### src/rtl/cgi_pkg.sv
// ----------------------------------------------------------------------------
// cgi_pkg
// Shared types and constants of the character code to glyph index lookup:
// operation and method codes, field widths and the range descriptor record.
// ----------------------------------------------------------------------------
package cgi_pkg;

  // defaults of the top level parameters
  localparam int MAX_MAPS_DEF   = 8;
  localparam int DATA_DEPTH_DEF = 4096;

  // field widths
  localparam int CODE_W = 16;
  localparam int BASE_W = 12;
  localparam int METH_W = 2;
  localparam int OP_W   = 3;

  // index that means no glyph
  localparam logic [CODE_W-1:0] NO_GLYPH = 16'hFFFF;

  // operation codes
  localparam logic [OP_W-1:0] OP_WR_DESC = 3'd0;
  localparam logic [OP_W-1:0] OP_WR_WORD = 3'd1;
  localparam logic [OP_W-1:0] OP_LOOKUP  = 3'd2;
  localparam logic [OP_W-1:0] OP_SET_ALT = 3'd3;
  localparam logic [OP_W-1:0] OP_WR_ALT  = 3'd4;

  // mapping methods
  localparam logic [METH_W-1:0] METH_LINEAR = 2'd0;
  localparam logic [METH_W-1:0] METH_ARRAY  = 2'd1;
  localparam logic [METH_W-1:0] METH_SCAN   = 2'd2;

  // one code range descriptor
  typedef struct packed {
    logic [CODE_W-1:0] first_code;
    logic [CODE_W-1:0] last_code;
    logic [METH_W-1:0] method;
    logic [BASE_W-1:0] base;
  } desc_t;

endpackage

### src/rtl/cgi_desc_mem.sv
// ----------------------------------------------------------------------------
// cgi_desc_mem
// Descriptor store: one write port, one registered read port. Per-slot valid
// bits make an unwritten slot read as an all-zero descriptor after reset.
// ----------------------------------------------------------------------------
module cgi_desc_mem #(
  parameter int MAX_MAPS = cgi_pkg::MAX_MAPS_DEF,
  localparam int SW = (MAX_MAPS > 1) ? $clog2(MAX_MAPS) : 1
) (
  input  logic           clk,
  input  logic           rst_n,
  input  logic           wr_en,
  input  logic [SW-1:0]  wr_addr,
  input  cgi_pkg::desc_t wr_data,
  input  logic           rd_en,
  input  logic [SW-1:0]  rd_addr,
  output cgi_pkg::desc_t rd_data
);

  cgi_pkg::desc_t      mem [MAX_MAPS];
  logic [MAX_MAPS-1:0] vld_r;
  cgi_pkg::desc_t      q_r;
  logic                q_vld_r;

  // storage array and read data register
  always_ff @(posedge clk) begin
    if (wr_en) begin
      mem[wr_addr] <= wr_data;
    end
    if (rd_en) begin
      q_r <= mem[rd_addr];
    end
  end

  // slot valid bits
  always_ff @(posedge clk) begin
    if (!rst_n) begin
      vld_r   <= '0;
      q_vld_r <= 1'b0;
    end else begin
      if (wr_en) begin
        vld_r[wr_addr] <= 1'b1;
      end
      if (rd_en) begin
        q_vld_r <= vld_r[rd_addr];
      end
    end
  end

  // unwritten slot reads as zero
  assign rd_data = q_vld_r ? q_r : '0;

endmodule

### config.mk
export PLATFORM = sky130hd
export DESIGN_NAME = cgi_desc_mem
export DESIGN_NICKNAME = d
export VERILOG_FILES = /design/src/rtl/cgi_pkg.sv /design/src/rtl/cgi_desc_mem.sv
export SDC_FILE = /design/constraint.sdc
export NUM_CORES = 1
export LEC_CHECK = 0
export BUFFER_PORTS_ARGS = -buffer_cell sky130_fd_sc_hd__buf_2
export CAP_MARGIN = 20
export CORE_AREA = 2 2 216 218
export DETAILED_ROUTE_END_ITERATION = 8
export DIE_AREA = 0 0 218 220
export SLEW_MARGIN = 30
export SYNTH_ARGS = -nofsm -noshare
export SYNTH_HDL_FRONTEND = slang
export SYNTH_SLANG_ARGS = --single-unit
### constraint.sdc
create_clock -name clk -period 5.67 [get_ports clk]
set_input_delay 0.2835 -clock clk [delete_from_list [all_inputs] [get_ports clk]]
set_output_delay 0.2835 -clock clk [all_outputs]
set_load 0.05 [all_outputs]
* After elaboration in Yosys (flattened, before gate mapping) *
Memories as Yosys holds them, arrays and structs flattened. A register that Yosys moved wholly into a read port is not among the register bits.
Index checks and enable logic that the tools add are counted.

word-level totals
  register bits = 9
  bits in writable memories = 368
  output and inout bits = 46
  logic and storage cells = 15
  memories = 1

memory list
  name  words  bits a word  read ports  clocked after memory_dff  write ports  RTL line            source
  mem   8      46           1           1                         1            cgi_desc_mem.sv:20  cgi_pkg::desc_t mem [MAX_MAPS];

cells by class
  magnitude comparators = 3
  multiplexer cells = 7
  bitwise gates (word level) = 1
  reductions and logical operators = 1

operator list
  operator                                              count
  two-way mux 46 bit                                    1
  < comparator 3 x 4 -> 1 bit (second input constant)   2
  bitwise OR 8 bit                                      1
  two-way mux 1 bit                                     4
  binary-select mux 1 bit (select 3 bit)                1
  demux 1 bit (select 3 bit)                            1
  >= comparator 3 x 1 -> 1 bit (second input constant)  1
  logical AND 1 bit                                     1

* Logic depth before layout (Yosys ltp) *
Gate-level depths: netlist (run 1).

  depth after elaboration = 5
  depth in mapped cells = 6

* Least setup slack after synthesis (run 1) *
OpenSTA, ideal clock, no wires.

  path type = input-to-reg
  start = in wr_addr[2]
  end = mem mem[0][0] in the netlist's numbering (enable)
  library setup time = 0.509 ns
  data arrival time = 3.658 ns
  setup slack = 1.503 ns
  cell stages on the path = 2
  cell sequence = nand2b_1 > nor3_1

RTL lines
  element      RTL line            source
  from (decl)  cgi_desc_mem.sv:13  input logic [SW-1:0] wr_addr,
  to (decl)    cgi_desc_mem.sv:20

Straight into the memory's write port.

==> impl_results.md, run 1 <==
- CP Data Arrival Time: 2.39 ns
- Crit path max-delay family: buffers and inverters
- Setup violations, final: 0
- CTS tree: yes
- Initial Util: 34.61%
- Max_cap viols: 0
- Worst relative slew slack: 36.93%
- Period utilization: 37.42%
- Pwr/cell area: 353.5 mW/mm^2
- Core area: 0.04586 sq mm
- GRT overflow: 0
- Final Hold Fails: 0
- Total track usage: 13.29%
- Setup repair bufs after CTS: 0
- Crit path kind: in -> reg
- Bufs on Longest Clock Path: 3
- Clock skew: 0.01188 ns
- Syn_nets: 723
- Post-synthesis area per instance: 23.80 sq um
- Leakage: 5.996 nW
- Complex-gate fraction of the synthesized area: 0.4415%
- Crit-path cells: buf_8, buf_4, mux4_2, mux2_2
- Final net count: 850
- Max Slew Vio Count: 0
- Unrepaired setup endpoints after global routing: false
- FFs w/ async S/R, synth: 0%
- Sequential element share of the synthesized area: 79.46%
- Clk slew on worst S/H paths: 0.05 ns
- YS warnings: 0
- Cells after Synth: 667
- Via density: 4.864
- DRC: 0
- Mux share of post-synthesis cell area: 16.71%
- Clk root buf: clkbuf_16
- Worst EP required: 5.94 ns
- Crit-path slowest cell: buf_4
- Final hold slack: 0.02524 ns
- H-Tree Depth: 2
- Fin cells: 1430
- Vias in the first global route: 7430
- Netlist cell types: 18
- Initial antenna violation count: 8
- GP Congestion: 0.6696
- Startpoint Class: input port
- DIE AREA: 0.04796 sq mm
- WL per Instance: 22.19 um
- Final HPWL DP: 16020 um
- First-pass GRT wire length: 46640 um
- Worst vdd ir: 0.2176 mV
- Clk sinks: 423
- # rows: 79
- Pin count of the biggest net entering global routing: 70
- GR Util met3: 3.009%
- Inst Count DP: 1355
- Synthesized-area fraction occupied by adder cells: 0%
- Buf/Inv on CP: 2
- CP peak stage delay: 0.62 ns
- Fmax: 471.3 MHz
- Synth Register Bits: 423
- Design Power: 6.514 mW
- Top FF cell, synth: edfxtp_1
- Worst hold path type: in -> reg
- Share of cells above drive strength 1: 38.49%
- Critical path fanouts, max: 69
- Antenna Nets Post-Route: 0
- CP endpoint kind: flip-flop
- WL final: 31740 um
- M2 GR Usage: 23.50%
- Setup_tns: 0 ns
- Measured slew at the worst slew-check pin: 0.9438 ns
- Met1 Usage GRT: 16.73%
- CTS Buf Count: 44
- Fill count: 4076
- Vias after detailed routing: 6955
- Clock latency on the worst-skew pair: 0.52 ns
- # IOs: 102
- Die Wd: 218 um
- Post-synthesis xor/xnor area fraction: 0%
- Post-Synth Simple-Gate Area: 2.184%
- Post-synth EDFFs: 414
- Largest family of logic cells by synthesized area: multiplexers
- Die Ht: 220 um
- Fin crit period: 2.122 ns
- Syn Std Cell Area: 0.01587 sq mm
- CTS resizes: 0
- Initial DRC count: 529
- Gr busiest metal: met2
- Outcome: completed
- Area grow syn2layout: 16.10%
- Hold_buf cts: 0
- 1st-pass router iterations: 4
- Input/output buffers: 101
-- cell families after synthesis --
family,after synthesis
AOI/OAI and AO/OA,10
buffers and inverters,32
DFF,423
muxes,143
and+or+nand+nor,59
-- path summary, 6_finish.rpt --
check	startpoint	endpoint	slack, ns	cells past startpoint
setup reg to reg	mem[2][35]	q_r[35]	4.28	2
hold / removal	wr_data[5]	mem[3][5]	0.03	1
hold reg to reg	vld_r[5]	vld_r[5]	0.46	1
setup / recovery	rd_addr[0]	q_r[14]	3.55	4
-- cell usage in the layout, fill, tap and decap left out, types with 5 or more instances in the layout --
cell and n:
and2_1 46, o21a_1 8, mux4_2 93, dfxtp_1 8, clkinv_1 6, nor2_4 6, clkbuf_1 12, buf_4 13
clkbuf_16 45, mux2_2 46, buf_2 97, edfxtp_1 414, clkinv_2 5
-- through the flow --
stage                     util, %  cell area, sq um  setup WS, ns
after floorplan                 -             15870         1.503
after global placement      37.27             17090         2.779
after detailed placement    37.40             17150         2.924
after CTS                   40.17             18420         3.442
after global routing        40.17             18420         3.343
final                       40.18             18430         3.548
-- registers in the layout, summed over array words and instances (netlist names) --
| name | count |
|---|---|
| q_r | 46 |
| mem | 368 |
| vld_r | 8 |
| q_vld_r | 1 |
-- cells in the mapped netlist (3+ instances only) --
cell / instances / area, sq um
edfxtp_1: 414 / 12430
mux2i_1: 4 / 40.04
nand2b_1: 3 / 18.77
buf_2: 6 / 30.03
buf_1: 7 / 26.28
dfxtp_1: 9 / 180.2
and2_1: 46 / 287.8
mux4_2: 93 / 2095
nor2_1: 6 / 22.52
buf_6: 4 / 45.04
mux2_2: 46 / 518.0
clkbuf_1: 13 / 48.80
o21a_1: 8 / 60.06
-- final cells by class --
type	count	area, sq um	area share [%]
Clock buffer	59	1199	6.505
Multi-Input combinational cell	212	3124	16.96
Timing Repair Buffer	113	653.1	3.545
Clock inverter	14	70.07	0.3803
Tap cell	607	759.5	4.122
Sequential cell	423	12620	68.47
Antenna cell	2	5.005	0.02716
-- power breakdown --
part / internal (mW) / switching, mW
clock: 1.47 / 1.08
combinational: 0.150 / 0.210
sequential: 3.56 / 0.0341
total: 5.18 / 1.33
-- per-layer routing --
metal	part of all wire [%]	vias up
met5	0.22	-
met4	1.5	12
met1	42	3721
met2	51	127
li1	-	3045
met3	4.7	50
(Power assumes the default switching activity.)
==> inputs of run 2 (changes only) <==
--- a/config.mk
+++ b/config.mk
@@ -5,11 +5,12 @@
 export SDC_FILE = /design/constraint.sdc
 export NUM_CORES = 1
 export LEC_CHECK = 0
+export ABC_AREA = 1
 export BUFFER_PORTS_ARGS = -buffer_cell sky130_fd_sc_hd__buf_2
 export CAP_MARGIN = 20
-export CORE_AREA = 2 2 216 218
+export CORE_AREA = 2 2 220 222
 export DETAILED_ROUTE_END_ITERATION = 8
-export DIE_AREA = 0 0 218 220
+export DIE_AREA = 0 0 222 224
 export SLEW_MARGIN = 30
 export SYNTH_ARGS = -nofsm -noshare
 export SYNTH_HDL_FRONTEND = slang
==> constraint.sdc (replaced) <==
create_clock -name clk -period 2 [get_ports clk]
set_input_delay 0.1 -clock clk [delete_from_list [all_inputs] [get_ports clk]]
set_output_delay 0.1 -clock clk [all_outputs]
set_load 0.05 [all_outputs]
==> impl_results.md, run 2 <==
- Outcome: completed (unchanged)
- YS warnings: 0 (unchanged)
- Post-synthesis area per instance: 13.05 sq um (was 23.80 sq um)
- Top FF cell, synth: edfxtp_1 (unchanged)
- Total track usage: 14.92% (was 13.29%)
- Buf/Inv on CP: 3 (was 2)
- Biggest regs: mem (368), q_r (46), vld_r (8) (unchanged)
- Die Wd: 222 um (was 218 um)
- Final net count: 1452 (was 850)
- Clock skew: 0.008025 ns (was 0.01188 ns)
- Clk root buf: clkbuf_16 (unchanged)
- Worst relative slew slack: 43.29% (was 36.93%)
- Clk slew on worst S/H paths: 0.06 ns (was 0.05 ns)
- Final HPWL DP: 19300 um (was 16020 um)
- WL per Instance: 18.19 um (was 22.19 um)
- Clk sinks: 423 (unchanged)
- Most numerous cell in the Yosys netlist: edfxtp_1 (unchanged)
- Crit-path slowest cell: dfxtp_2 (was buf_4)
- First-pass GRT wire length: 58390 um (was 46640 um)
- FFs w/ async S/R, synth: 0% (unchanged)
- H-Tree Depth: 2 (unchanged)
- GP Congestion: 0.6997 (was 0.6696)
- Sequential element share of the synthesized area: 77.15% (was 79.46%)
- Initial antenna violation count: 1 (was 8)
- Max_cap viols: 0 (unchanged)
- Leakage: 7.099 nW (was 5.996 nW)
- Share of cells above drive strength 1: 14.06% (was 38.49%)
- Crit-path cells: buf_12, nand2_1, inv_1, buf_2 (was buf_8, buf_4, mux4_2, mux2_2)
- Crit path kind: reg -> out (was in -> reg)
- Top cells by area, synth: edfxtp_1, nor2_1, o21ai_0 (was edfxtp_1, mux4_2, mux2_2)
- Max Slew Vio Count: 0 (unchanged)
- Worst hold path type: in -> reg (unchanged)
- CTS resizes: 0 (unchanged)
- Commonest non-fill, non-tap cells in the layout: edfxtp_1, nor2_1, nand2_1 (was edfxtp_1, buf_2, mux4_2)
- Die Ht: 224 um (was 220 um)
- Most common cell after layout, fill and taps aside: edfxtp_1 (unchanged)
- Critical path fanouts, max: 27 (was 69)
- # IOs: 102 (unchanged)
- WL final: 37230 um (was 31740 um)
- Top-area cell type share of the netlist area: 76.05% (was 78.33%)
- Vias in the first global route: 10293 (was 7430)
- Antenna Nets Post-Route: 0 (unchanged)
- Synth Register Bits: 423 (unchanged)
- Post-synth EDFFs: 414 (unchanged)
- Worst Slack Setup Final: 0.1093 ns (was 3.548 ns)
- Clock latency on the worst-skew pair: 0.53 ns (was 0.52 ns)
- Worst vdd ir: 0.5492 mV (was 0.2176 mV)
- Setup violations, final: 0 (unchanged)
- Initial DRC count: 839 (was 529)
- CP endpoint kind: output port (was flip-flop)
- Fmax: 528.9 MHz
- Via density: 4.911 (was 4.864)
- Period utilization: 94.54%
- Syn Std Cell Area: 0.01635 sq mm (was 0.01587 sq mm)
- Measured slew at the worst slew-check pin: 0.8507 ns (was 0.9438 ns)
- Max reg flops: 368 (unchanged)
- Pwr/cell area: 993.4 mW/mm^2 (was 353.5 mW/mm^2)
- Dpl ws: 0.5686 ns (was 2.924 ns)
- Initial Util: 34.53% (was 34.61%)
- Top cell types by occurrence after synthesis: edfxtp_1, nor2_1, nand2_1, o21ai_0, o22ai_1 (was edfxtp_1, mux4_2, and2_1, mux2_2, clkbuf_1)
- CTS tree: yes (unchanged)
- # rows: 80 (was 79)
- Startpoint Class: flip-flop (was input port)
- Most flop-heavy register: mem (unchanged)
- Vias after detailed routing: 10048 (was 6955)
- Core area: 0.04735 sq mm (was 0.04586 sq mm)
- Worst EP required: 1.90 ns (was 5.94 ns)
- Netlist cell types: 18 (unchanged)
- Crit path max-delay family: flip-flops (was buffers and inverters)
- GRT overflow: 0 (unchanged)
- CP peak stage delay: 0.59 ns (was 0.62 ns)
- Final Hold Fails: 0 (unchanged)
- DRC: 0 (unchanged)
- Syn_nets: 1309 (was 723)
- Setup_tns: 0 ns (unchanged)
- 1st-pass router iterations: 5 (was 4)
- Unrepaired setup endpoints after global routing: false (unchanged)
- CP Data Arrival Time: 1.79 ns (was 2.39 ns)
- Area grow syn2layout: 19.40% (was 16.10%)
- DIE AREA: 0.04973 sq mm (was 0.04796 sq mm)
- Setup repair bufs after CTS: 0 (unchanged)
- Hold_buf cts: 47 (was 0)
- Cells after Synth: 1253 (was 667)
- Fin crit period: 1.891 ns
- Pin count of the biggest net entering global routing: 131 (was 70)
- Input/output buffers: 101 (unchanged)
- Bufs on Longest Clock Path: 3 (unchanged)
- Post-synth top area cell: edfxtp_1 (unchanged)
- CTS Buf Count: 43 (was 44)
- Design Power: 19.39 mW (was 6.514 mW)
[run 2: changes by cell type after synthesis, sizes merged, moves of 6 or more]
cell / before / now
o21ai: 1 / 185
and2: 46 / 0
nand3: 0 / 6
o21a: 8 / 0
clkbuf: 13 / 52
nand2: 2 / 196
mux2: 46 / 0
inv: 0 / 63
nor2: 6 / 211
o22ai: 0 / 92
mux4: 93 / 0
[run 2: final timing paths]
check	start	to	slack, ns	depth (start not counted)
max	q_vld_r	rd_data[41]	0.11	4
min	rd_addr[2]	q_r[13]	0.20	4
max reg2reg	mem[2][17]	q_r[17]	0.95	4
min reg2reg	vld_r[7]	vld_r[7]	0.47	2
[run 2: where the power goes]
part	switching [mW]	internal, mW
clock	3.24	4.60
combinational	0.949	0.410
sequential	0.0920	10.1
[run 2: metal layers]
metal	GRT usage, %	wire [um]
met1	21.41	17520
met2	23.75	16940
met3	2.322	2062
met4	3.923	700
met5	0	0
[run 2: kinds of logic (layout without fill, tap and decap cells)]
| kind of cell | count (synthesis) | after routing | synth area share, % |
|---|---|---|---|
| compound gates | 278 | 278 | 9.215 |
| buf+inv | 139 | 316 | 4.103 |
| flops | 423 | 423 | 77.15 |
| other cells | 0 | 1 | 0 |
| simple gates | 413 | 413 | 9.529 |
[run 2: layout make-up]
cell class	instances	area (sq um)
timing repair buffer	174	1383
tap	615	769.5
sequential	423	12610
multi-input combinational	691	3124
clock inverter	30	240.2
fill	4399	27830
antenna	1	2.502
inverter	63	245.2
clock buffer	49	1141
[run 2: stage by stage]
step	instances	cell area [sq um]	hold WS (ns)	utilization [%]
final	2046	19520	0.2000	41.23
after global routing	2046	19520	0.2346	41.23
after CTS	2045	19520	0.2123	41.22
after detailed placement	1919	17660	0.3764	37.31
after global placement	1919	17660	0.3718	37.31
after floorplan	1253	16350	0.1935	-
[run 2: worst register-to-register path, delay by kind of cell (launching register included)]
kind             cells  cell delay [ns]
AO/OA/AOI/OAI        2             0.29
flip-flops           1             0.36
AND/OR/NAND/NOR      2             0.15
